## src/hw/rtl/theap_pkg.sv

```systemverilog
`default_nettype none
package theap_pkg;

    // Operation codes carried on the input stream.
    localparam logic [1:0] OP_ADD     = 2'd0;
    localparam logic [1:0] OP_REMOVE  = 2'd1;
    localparam logic [1:0] OP_ADVANCE = 2'd2;

    // Result kinds.
    localparam logic [2:0] EV_ADDED     = 3'd0;
    localparam logic [2:0] EV_FULL      = 3'd1;
    localparam logic [2:0] EV_REMOVED   = 3'd2;
    localparam logic [2:0] EV_NOT_FOUND = 3'd3;
    localparam logic [2:0] EV_FIRED     = 3'd4;
    localparam logic [2:0] EV_DONE      = 3'd5;

    // One heap slot: deadline, id, interval and repeat flag.
    typedef struct packed {
        logic [63:0] deadline;
        logic [7:0]  timer_id;
        logic [31:0] interval;
        logic        repeat_flag;
    } t_entry;

    // One result item.
    typedef struct packed {
        logic [2:0]  kind;
        logic [7:0]  timer_id;
        logic [63:0] fire_time;
        logic        last;
    } t_event;

    // Saturating 64-bit add of a 32-bit value.
    function automatic logic [63:0] sat_add(input logic [63:0] a, input logic [31:0] b);
        logic [64:0] s;
        s = {1'b0, a} + {33'd0, b};
        return s[64] ? {64{1'b1}} : s[63:0];
    endfunction

endpackage
`default_nettype wire

```

## src/hw/rtl/theap_out_reg.sv

```systemverilog
`default_nettype none
module theap_out_reg (
    input  wire                  i_clk,
    input  wire                  i_rst_n,
    input  wire                  i_push,
    input  theap_pkg::t_event    i_event,
    output logic                 o_full,
    output logic                 o_tvalid,
    input  wire                  i_tready,
    output theap_pkg::t_event    o_event
);
    import theap_pkg::*;

    logic   r_valid;
    t_event r_event;

    // Single output register; the core pushes only when it is free or taken.
    always_ff @(posedge i_clk) begin
        if (!i_rst_n) begin
            r_valid <= 1'b0;
        end else if (i_push) begin
            r_valid <= 1'b1;
        end else if (i_tready) begin
            r_valid <= 1'b0;
        end
        if (i_push) begin
            r_event <= i_event;
        end
    end

    assign o_full   = r_valid && !i_tready;
    assign o_tvalid = r_valid;
    assign o_event  = r_event;
endmodule
`default_nettype wire

```

## config.mk

```make
export PLATFORM = sky130hd
export DESIGN_NAME = theap_out_reg
export DESIGN_NICKNAME = d
export VERILOG_FILES = /design/src/hw/rtl/theap_pkg.sv /design/src/hw/rtl/theap_out_reg.sv
export SDC_FILE = /design/constraint.sdc
export NUM_CORES = 1
export LEC_CHECK = 0
export ABC_AREA = 1
export BUFFER_PORTS_ARGS = -buffer_cell sky130_fd_sc_hd__buf_2
export CORE_ASPECT_RATIO = 0.6
export CORE_MARGIN = 4
export CORE_UTILIZATION = 25
export DETAILED_ROUTE_END_ITERATION = 12
export PLACE_DENSITY_LB_ADDON = 0.1
export SYNTH_ARGS = -nofsm -noshare
export SYNTH_HDL_FRONTEND = slang
export SYNTH_SLANG_ARGS = --single-unit
```

## constraint.sdc

```tcl
create_clock -name i_clk -period 0.8 [get_ports i_clk]
set_input_delay 0.04 -clock i_clk [delete_from_list [all_inputs] [get_ports i_clk]]
set_output_delay 0.04 -clock i_clk [all_outputs]
set_load 0.01 [all_outputs]
```

==> summary.md, run 1 <==
The flow ran to the end, but the final reports show violations. The final reports fail on setup timing. The floorplan step defined a die boundary enclosing 11000 sq um.

Cells with a size suffix above 1 make up 52.7% of the layout. The cell type with the highest aggregate area in the netlist was edfxtp_1. The top cell family by delay on the critical path is flip-flops. The kind of launch point of the worst setup path was a flop. Final number of hold-violating endpoints: 0. Synthesis instantiated 5 different standard cells from the library.

The maximum fanout count along the critical path is 1, and the synthesis-to-finish area growth is 88.0%. Dividing total power by cell area gives a power density of 2150 nW/um^2. In this run the count of I/O pins placed on the die edge is 158.

The first global-routing pass estimated 10100 microns of wire. The mean number of vias per cell was 3.70. Cell with the largest stage delay on the worst path: edfxtp_1. Relative max-transition margin: 89.8%. IR analysis of the VDD net gives a maximum drop of 0.000998 V.

Destination of the worst register-to-register timing path: o_tvalid. For the placeable core region, the log shows 8780 sq um. Buffers placed on the I/O ports in this run total 157. During synthesis, Yosys emitted a total of 0 warnings. The highest cell delay on the worst timing path works out to 400 ps. The critical path is of the reg -> out type. The cell area that synthesis handed to floorplanning was 2330 sq um. The final setup slack of the worst path is -102 ps, and the leakage power summed over all cells is 1.89 nW.

The clock tree synthesis step divided the H-tree into 3 levels. The xor and xnor fraction of the mapped netlist area works out to 0%. The worst hold path begins at i_tready. Main combinational cell family by area after synthesis: buffers and inverters.

Multiplexer cells account for 0% of the synthesized area. After synthesis, flip-flops and latches occupy 98.7% of the total area. The number of core rows is 26.

STA classifies the critical path endpoint as an output port. The time the worst path needs with I/O delays and setup works out to 902 ps. Summing the areas of all fa, ha and maj instances in the mapped netlist gives 0% of the synthesized area.

Entering global routing, the biggest net connects 30 pins. Summed over all nets, the half-perimeter wirelength after detailed placement is 4310 microns. The count of endpoints failing setup in the final report is 78, and the post-placement setup slack is 79.2 ps. The final setup TNS was -5060 ps. TritonCTS built the clock tree. At the pin with the least slew margin, the transition time is 153 ps. The number of clock buffers added by TritonCTS is 9. Counting tap cells, the placed design contains a total of 356 instances.

By area the synthesized netlist is led by edfxtp_1, dfxtp_1, inv_1. The tools report the fraction of power consumed by the clock network as 36.6%. Leaving out fill and tap cells, the most frequent cells in the layout are buf_2, dlygate4sd3_1, edfxtp_1. The first-iteration detailed-routing DRC count was 52; the initial antenna violation count was 0. The synthesized-area fraction occupied by and/or/nand/nor cells is 0.268%. Setup repair after global routing could not meet its margin everywhere. Most common library cell in the layout ignoring fill and taps: buf_2.

The buffer levels on the longest clock path was 2. The worst endpoint required time is 760 ps, and the total buffers and inverters traversed by the critical path is 1. The switching share of total power was 20.6%.

The post-route fraction of the period consumed by the critical path was 113%; the number of sinks handled by clock tree synthesis was 77. The first-pass iteration count of the detailed router was 4; the worst-case hold slack was 161 ps. Counting cells, the worst reg-to-reg path comes to 4. In this run the horizontal extent of the chip is 133 microns. The number of maximum-capacitance violations came out at 0.

On the final layout, the worst clock skew is 0 ps. In this run the worst hold path is classified as in -> reg. The tools report the net count of the finished layout as 414. Clock-pin slew was measured on the worst setup and hold paths at 50 ps. The congestion estimate from routability-driven global placement came to 0.688.

The share of the synthesized area in compound gates (AO/OA/AOI/OAI) works out to 0.376%. At the later pin of the worst-skew pair, clock insertion delay measures 320 ps. The share of total power dissipated in combinational logic is 11.9%. The detailed-route wire length is 6280 microns.

The average wire per standard cell was 13.9 microns; the sequential share of power was 51.5%. The logs give 860 ps for the endpoint arrival time on the critical path and 1.11 GHz for the highest achievable clock rate. Counting flops and latches in the post-synthesis netlist gives 77. Internal power comes to 7.48 mW. The worst hold path was traced through 6 stages. A synthesized cell averages 28.1 sq um. Global routing consumed, over all layers together, 12.2% of the routing resources. The final instance count without filler cells is 450, and the share of the synthesized area in the top cell type is 97.9%. The tools report the beginning of the worst register-to-register path as o_tvalid. Once the floorplan was initialized, standard cells occupied 26.6% of the core.

After detailed routing, the number of remaining DRC violations is 0. The number of max-slew violations in the final report was 0. In this run the clock root is driven by a clkbuf_16. The antenna diode count was 0.

The leftover overflow at the end of global routing is 0, and the power dissipated by switching net loads is 1.95 mW. The post-synthesis instance total is 83, and the setup slack of the worst register-to-register path is 20 ps. The vertical extent of the die is 82.8 microns. Synthesis produced a netlist with a net count of 163.

For hold timing, the worst endpoint is o_tvalid. The via count was 1667; the number of routed nets with antenna violations was 0. Traced cell by cell, the critical path runs through buf_6. The via count of the first global-routing pass came out at 1928.
-- worst max path at each step --
stage / startpoint / endpoint / slack, ps / depth (start not counted)
floorplan: o_tvalid / o_tvalid / 200 / 2
global placement: i_push / o_event[64] / 70 / 2
detailed placement: i_push / o_event[16] / 80 / 2
CTS: o_event[20] / o_event[20] / -120 / 1
global route: o_tvalid / o_full / -160 / 3
finish: o_event[6] / o_event[6] / -100 / 1
-- flip-flops by register name, summed over array words and instances (netlist names) --
name	cells
o_event	76
o_tvalid	1
-- logic make-up (layout without fill, tap and decap cells) --
kind of cell,Yosys count,after routing
AO/OA/AOI/OAI,1,1
AND/OR/NAND/NOR,1,1
flip-flops,77,77
buffers and inverters,4,259
-- metrics by stage --
step	utilization [%]	power (mW)	instance area, sq um
floorplan	-	5.14	2330
global placement	37.9	5.76	3330
detailed placement	37.9	5.76	3330
CTS	49.6	9.52	4360
global route	49.9	9.93	4380
finish	49.9	9.43	4380
-- area by class of cell --
type                       count  area [sq um]
fill                         765          4400
sequential                    77          2300
timing repair buffer         240          1660
clock buffer                  12           236
tap                          112           140
multi-input combinational      2          15.0
inverter                       4          15.0
clock inverter                 3          13.8
-- Yosys cell counts --
library cell / number
dfxtp_1: 1
inv_1: 4
nand2_2: 1
edfxtp_1: 76
a21oi_2: 1
-- layer usage --
| metal | share of wire (%) | vias to the layer above | global-route usage [%] |
|---|---|---|---|
| li1 | - | 830 | - |
| met1 | 39 | 735 | 13.7 |
| met2 | 46 | 96 | 18.5 |
| met3 | 14 | 6 | 9.36 |
| met4 | 0.94 | 0 | 2.55 |
| met5 | 0 | - | 0 |
-- power groups by stage --
stage | Combinational [mW] | Clock (mW) | Sequential, mW
after floorplan | 0.0107 | 0 | 5.13
after global placement | 0.824 | 0 | 4.94
after detailed placement | 0.824 | 0 | 4.94
after CTS | 1.12 | 3.55 | 4.86
after global routing | 1.22 | 3.83 | 4.89
final | 1.12 | 3.45 | 4.86
-- timing repair --
item,4_1_cts,5_1_grt
setup endpoints to repair,78,78
hold endpoints to repair,77,0
resized for setup,1,4
hold buffers,77,0
gates cloned,0,0
pin swaps,1,0
buffers inserted,1,1
Note: power is estimated with default switching activity, not from simulation.
==> run 2: changes to the inputs <==
--- a/config.mk
+++ b/config.mk
@@ -5,7 +5,6 @@
 export SDC_FILE = /design/constraint.sdc
 export NUM_CORES = 1
 export LEC_CHECK = 0
-export ABC_AREA = 1
 export BUFFER_PORTS_ARGS = -buffer_cell sky130_fd_sc_hd__buf_2
 export CORE_ASPECT_RATIO = 0.6
 export CORE_MARGIN = 4
==> summary.md, run 2 <==
The count of endpoints failing setup in the final report was 79. In the routed layout, each cell is associated on average with a via count of 3.84. The net count of the finished layout is 408.

The number of enable flip-flop cells after synthesis was 76. For this design, the sink count on the clock tree is 77. The number of filler instances in the final layout came out at 747. Traced cell by cell, the critical path runs through nor2b_4 > buf_6. Final instance count without filler cells: 445. The run gives 320 ps as the clock latency of the later-clocked register in the worst-skew pair. The flow ran to the end, but the final reports show violations. The buffer levels on the longest clock path came out at 2. The first global-routing pass estimated 9960 microns of wire. The die extent in x works out to 132 microns. Sorting the synthesized cells by how often they occur yields edfxtp_1, dfxtp_1, nor2b_4, o21a_1. TritonCTS built the clock tree.

The tightest min-delay check is of the in -> reg type. The worst setup path is of the reg -> out kind. The final critical path takes up 116% of the cycle. For this run, the register share of the synthesized area comes to 99.1%. The cell type with the highest aggregate area in the netlist is edfxtp_1. The via count of the first global-routing pass came out at 1923. Between clock sinks in the finished design, the worst skew comes to 0 ps. Entering global routing, the biggest net connects 32 pins. The CTS clock-pin slew for the worst setup and hold paths came out at 60 ps. After synthesis, the mean cell area works out to 29.4 sq um.

Of the cells placed in the final design, the portion with a size suffix greater than 1 is 52.3%. The detailed-route wire length is 6480 microns. After detailed routing, the average wire length per cell comes to 14.6 microns. The repair_antennas step left the layout with diodes totalling 0. The worst-case IR drop observed on VDD is 0.00124 V.

OpenSTA, run right after detailed placement, puts the worst setup slack at 32.3 ps. After synthesis, the share of flip-flops with an asynchronous set or reset is 0%. The run gives 0 as the final number of hold-violating endpoints. In this run, synthesis produced a sequential element count of 77.

After synthesis, the largest area contributor takes up 98.2% of total cell area. The number of core rows came out at 26. The leftover overflow at the end of global routing was 0. The final setup slack of the worst path was -130 ps; the leakage power summed over all cells was 1.86 nW.

The most common cell in the synthesized netlist is edfxtp_1. Transition at the pin with the smallest max-transition slack: 171 ps. The floorplan step defined a die boundary enclosing 11000 sq um.

The number of clock buffers added by TritonCTS is 9. Among all stages on the critical path, the largest delay is contributed by dfxtp_2. For this run, the total global-route usage over all layers was measured as 12.3%. Among all flip-flop cells after synthesis, the most frequent one is edfxtp_1. The first-pass iteration count of the detailed router is 3. Leaving out fill and tap cells, the most frequent cell in the layout is buf_2. Input and output buffers added on the ports amount to 157. The distinct cell type count after synthesis was 4. The vertical extent of the die is 82.7 microns, and the final weighted congestion of routability-driven global placement is 0.675. The worst setup path is captured at an output port. STA puts the critical path data arrival time at 890 ps. STA classifies the critical path startpoint as a flop. The synthesis-to-finish area growth works out to 87.6%. For this design the ratio of total power to cell area is 2180 nW/um^2. The highest cell delay on the worst timing path was 320 ps; the via count was 1709.

Cell area after technology mapping: 2320 sq um. Setup repair after global routing could not meet its margin everywhere. After detailed routing, the number of remaining DRC violations is 0. In the synthesized netlist, the number of instances is 79.

The register with the most flip-flops in the layout has 76 of them. The maximum fanout count along the critical path is 2, and the placeable core region is 8780 sq um. The number of maximum-capacitance violations is 0. Measured against its own limit, the worst slew margin works out to 88.6%.

For the warning count from the yosys run, the log shows 0. The tree is rooted in a clkbuf_16. The number of max-slew violations in the final report was 0; the initial antenna violation count was 0.

The fraction of the core area covered by cells at the end of the flow is 49.6%, and the number of top-level pins is 158. The library cells used most frequently in the layout, excluding fill and tap cells, are buf_2, dlygate4sd3_1, edfxtp_1. The worst endpoint required time is 760 ps, and the number of routed nets with antenna violations is 0. The tools report the first-iteration detailed-routing DRC count as 69.

Depth of the CTS H-tree: 3. The run gives 159 as the synthesized netlist net count. The checks that failed: setup timing.

The cell count after placement is 351, and the time the worst path needs with I/O delays and setup is 930 ps. The starting utilization of the core area is 26.5%, and the highest achievable clock rate is 1.07 GHz. After synthesis, the cell types taking the most area are edfxtp_1, dfxtp_1, nor2b_4.
## run 2: cell count changes in the layout (fill, tap and decap cells not counted), sizes merged
cell / before / now
inv: 4 / 0
clkbuf: 12 / 14
nor2b: 0 / 1
clkinv: 3 / 2
nand2: 1 / 0
o21a: 0 / 1
buf: 163 / 161
a21oi: 1 / 0
## run 2: logic make-up after synthesis
| family | synth area share [%] |
|---|---|
| flip-flops | 99.1 |
| AO/OA/AOI/OAI | 0.323 |
| AND/OR/NAND/NOR | 0.592 |
## run 2: stage by stage
step | hold slack (ps) | setup TNS, ps | cell area [sq um] | power [mW]
after floorplan | 104 | 0 | 2320 | 5.14
after CTS | 23.2 | -7170 | 4340 | 9.62
after global placement | 217 | 0 | 3310 | 5.77
after global routing | 24.6 | -8760 | 4360 | 9.93
after detailed placement | 218 | 0 | 3310 | 5.76
final | 40.2 | -5330 | 4360 | 9.48
## run 2: where the power goes
group | switching, mW | internal [mW] | leakage (nW)
combinational | 0.478 | 0.624 | 0.986
sequential | 0.0788 | 4.79 | 0.752
clock | 1.42 | 2.09 | 0.125
## run 2: routing by layer
layer  part of all wire, %  track usage [%]
met4                  0.97             4.36
met1                    42             14.2
met5                     0                0
met3                    10             6.72
met2                    47             19.7
## run 2: final cells by class
type / instances / area [sq um] / area share, %
Sequential cell: 77 / 2300 / 52.9
Timing Repair Buffer: 238 / 1640 / 37.6
Clock buffer: 14 / 244 / 5.60
Tap cell: 112 / 140 / 3.22
Multi-Input combinational cell: 2 / 21.3 / 0.488
Clock inverter: 2 / 10.0 / 0.230
## run 2: repair_timing
action | 4_1_cts | 5_1_grt
hold endpoints to repair | 77 | 0
setup buffers | 0 | 1
gates resized for setup | 2 | 1
pin swaps | 0 | 0
hold buffers | 77 | 0
setup endpoints to repair | 78 | 78
## run 2: worst paths after layout
check | start | slack (ps) | end | cells past startpoint
setup / recovery | o_tvalid | -130 | o_full | 2
hold / removal | i_push | 40 | o_event[21] | 1
setup reg to reg | o_tvalid | -10 | o_tvalid | 3
hold reg to reg | o_tvalid | 690 | o_tvalid | 3
## run 2: worst max-delay path, delay by kind of cell, from the launching register on
kind	cells	cell delay (ps)
flip-flops	1	320
AND/OR/NAND/NOR	1	140
buffers and inverters	1	110
==> run 3: changes to the inputs <==
==> constraint.sdc (replaced) <==
create_clock -name i_clk -period 0.9 [get_ports i_clk]
set_input_delay 0.045 -clock i_clk [delete_from_list [all_inputs] [get_ports i_clk]]
set_output_delay 0.045 -clock i_clk [all_outputs]
set_load 0.01 [all_outputs]
==> summary.md, run 3 (synthesis gave the netlist of run 2 again) <==
The flow ran to the end, but the final reports show violations. The final reports fail on setup timing. For this block, the via count after detailed routing is 1677.

The analysis attributes to cell leakage a power of 1.87 nW. Derived from the worst setup path, the maximum achievable clock frequency is 1.06 GHz. For this run, design rule violations remaining after detail routing come to 0.

The wire length of the first global-routing pass came out at 9620 microns. The signal on the critical path passes through nor2b_4 > buf_6. The critical path is of the reg -> out type.

The number of gates on the worst path with buffers counted was 2; the net count of the finished layout was 406. The floorplan has 26 rows. The number of max-slew violations in the final report is 0.

The fraction of the core area covered by cells at the end of the flow was 49.8%; the first-iteration detailed-routing DRC count was 44. After layout, the worst path uses 105% of the clock period. Across the run, the number of max-cap violations was 0. Buffer levels on the longest clock path: 2.

The region available for standard cell placement spans 8780 sq um. In the layout the commonest cells are buf_2, dlygate4sd3_1, edfxtp_1. The initial utilization of the core area, before any placement, comes to 26.5%. Data on the critical path is required at its endpoint by 850 ps. Measured along the x axis, the die boundary spans 132 microns. The initial antenna violation count was 0; the maximum fanout count along the critical path was 2. For this run, the slowest stage of the critical path takes 320 ps.

Setup repair after global routing could not meet its margin everywhere. Class of the tightest hold or removal check: in -> reg. Of the cells placed in the final design, the portion with a size suffix greater than 1 is 53.0%. The area of the die was 11000 sq um; the global-route met1 utilization was 13.2%.

The worst supply voltage drop on vdd is 0.00101 V, and the final number of hold-violating endpoints is 0. The number of buffers added by the clock tree synthesis step is 9. The number of sinks handled by clock tree synthesis was 77.

The run gives 442 as the final instance count without filler cells. The cell with the largest stage delay on the worst path was dfxtp_2. The congestion estimate from routability-driven global placement came to 0.665.

Headroom to the max-slew limit came out at 83.9%. The first TritonRoute pass finished after 4 iterations. The time the worst path needs with I/O delays and setup was 946 ps. Tracing the worst setup path back leads to its startpoint at o_tvalid. CTS built an H-tree with a depth of 3. Registers take 2300 sq um. The multi-input combinational cells in the finished layout cover a total of 21.3 sq um. The routed design has 6290 microns of wire. The total buffers and inverters traversed by the critical path is 1.

The endpoint arrival time on the critical path is 900 ps. The routing usage on met3 came out at 6.30%. The total overflow left after global routing is 0. For the number of top-level pins, the log shows 158. In this design, the largest share of critical-path delay is due to flip-flops. Counting cells, the worst reg-to-reg path comes to 2. The category of the worst setup path capture point was an output port.

Clock-pin slew was measured on the worst setup and hold paths at 60 ps. After routing, the total negative slack on setup checks comes to -102 ps. The cell sitting at the root of the clock tree is a clkbuf_16.

Power density over the cells: 2050 nW/um^2. For the pin with the worst max-slew slack, the measured transition is 241 ps. Clock latency on the worst-skew pair, taken at its later pin, is 330 ps. The final setup slack of the worst path was -45.6 ps; the count of endpoints failing setup in the final report was 8. The cell count after placement is 350, and the flip-flop count of the largest register, all copies and words added is 76. Hold-critical path depth: 3. The tools report the kind of launch point of the worst setup path as a flop.

In this run the tool buffered the top-level ports with 157 buffer cells. The die is 82.7 microns tall. The number of setup buffers added after CTS was 0.

The tools report the beginning of the worst register-to-register path as o_tvalid. Leaving out fill and tap cells, the most frequent cell in the layout is buf_2. The tools report the pin count of the biggest net entering global routing as 45.

The tools report the clock skew as 0 ps. The startpoint identified for the worst hold timing path is i_tready. The repair_antennas step left the layout with diodes totalling 0.

Dividing the detail-routed wire length by the instance count gives 14.2 microns. Mean number of vias per cell: 3.79. Synthesis-to-finish area growth: 88.3%. The via count of the first global-routing pass came out at 1896.

The global routing stage identified its most utilized layer as met2. The count of nets left with antenna violations once routing finished came out at 0. For met2 alone, demand over resource in global routing was 19.7%. Across every metal layer, demand over resource in global routing totals 12.0%. The number of filler instances in the final layout came out at 762. TritonCTS built the clock tree.
## run 3: changes by cell type in the layout (fill, tap and decap cells not counted), sizes merged
cell,before,now
buf,161,159
clkinv,2,4
clkbuf,14,9
bufinv,0,2
## run 3: timing repair
item	in CTS	in global routing
hold buffers	77	0
endpoints found under the hold margin	77	0
endpoints found under the setup margin	45	73
resized for setup	2	0
## run 3: worst paths after layout
| kind | end | slack [ps] |
|---|---|---|
| worst min-delay path | o_tvalid | 50 |
| worst min register to register | o_tvalid | 600 |
| worst max-delay path | o_full | -50 |
| worst max register to register | o_tvalid | 200 |
## run 3: report_power, final
part	total [mW]	switching, mW	leakage [nW]	internal, mW
sequential	4.33	0.0696	0.752	4.26
clock	3.68	1.30	0.152	2.38
combinational	0.963	0.423	0.969	0.540
## run 3: cell type report
type / instances / area share (%)
clock inverter: 6 / 1.80
tap: 112 / 3.20
sequential: 77 / 52.7
multi-input combinational: 2 / 0.486
timing repair buffer: 236 / 36.7
clock buffer: 9 / 5.15
## run 3: worst register-to-register path: stages (launching register included)
cell and delay [ps]:
dfxtp_2 310, nor2b_4 120, o21a_1 160
## run 3: routing by layer
layer	up-vias	part of all wire (%)
met5	-	0
met4	0	1.5
met3	7	9.5
met2	95	47
met1	760	42
li1	815	-
## run 3: through the flow
| stage | total power, mW | area [sq um] | setup slack [ps] | hold WS, ps |
|---|---|---|---|---|
| final | 8.97 | 4370 | -45.6 | 47.0 |
| after floorplan | 4.57 | 2320 | 178 | 114 |
| after detailed placement | 5.11 | 3290 | 151 | 223 |
| after global routing | 9.39 | 4370 | -90.7 | 45.8 |
| after global placement | 5.11 | 3290 | 148 | 222 |
| after CTS | 9.11 | 4370 | -65.2 | 33.2 |
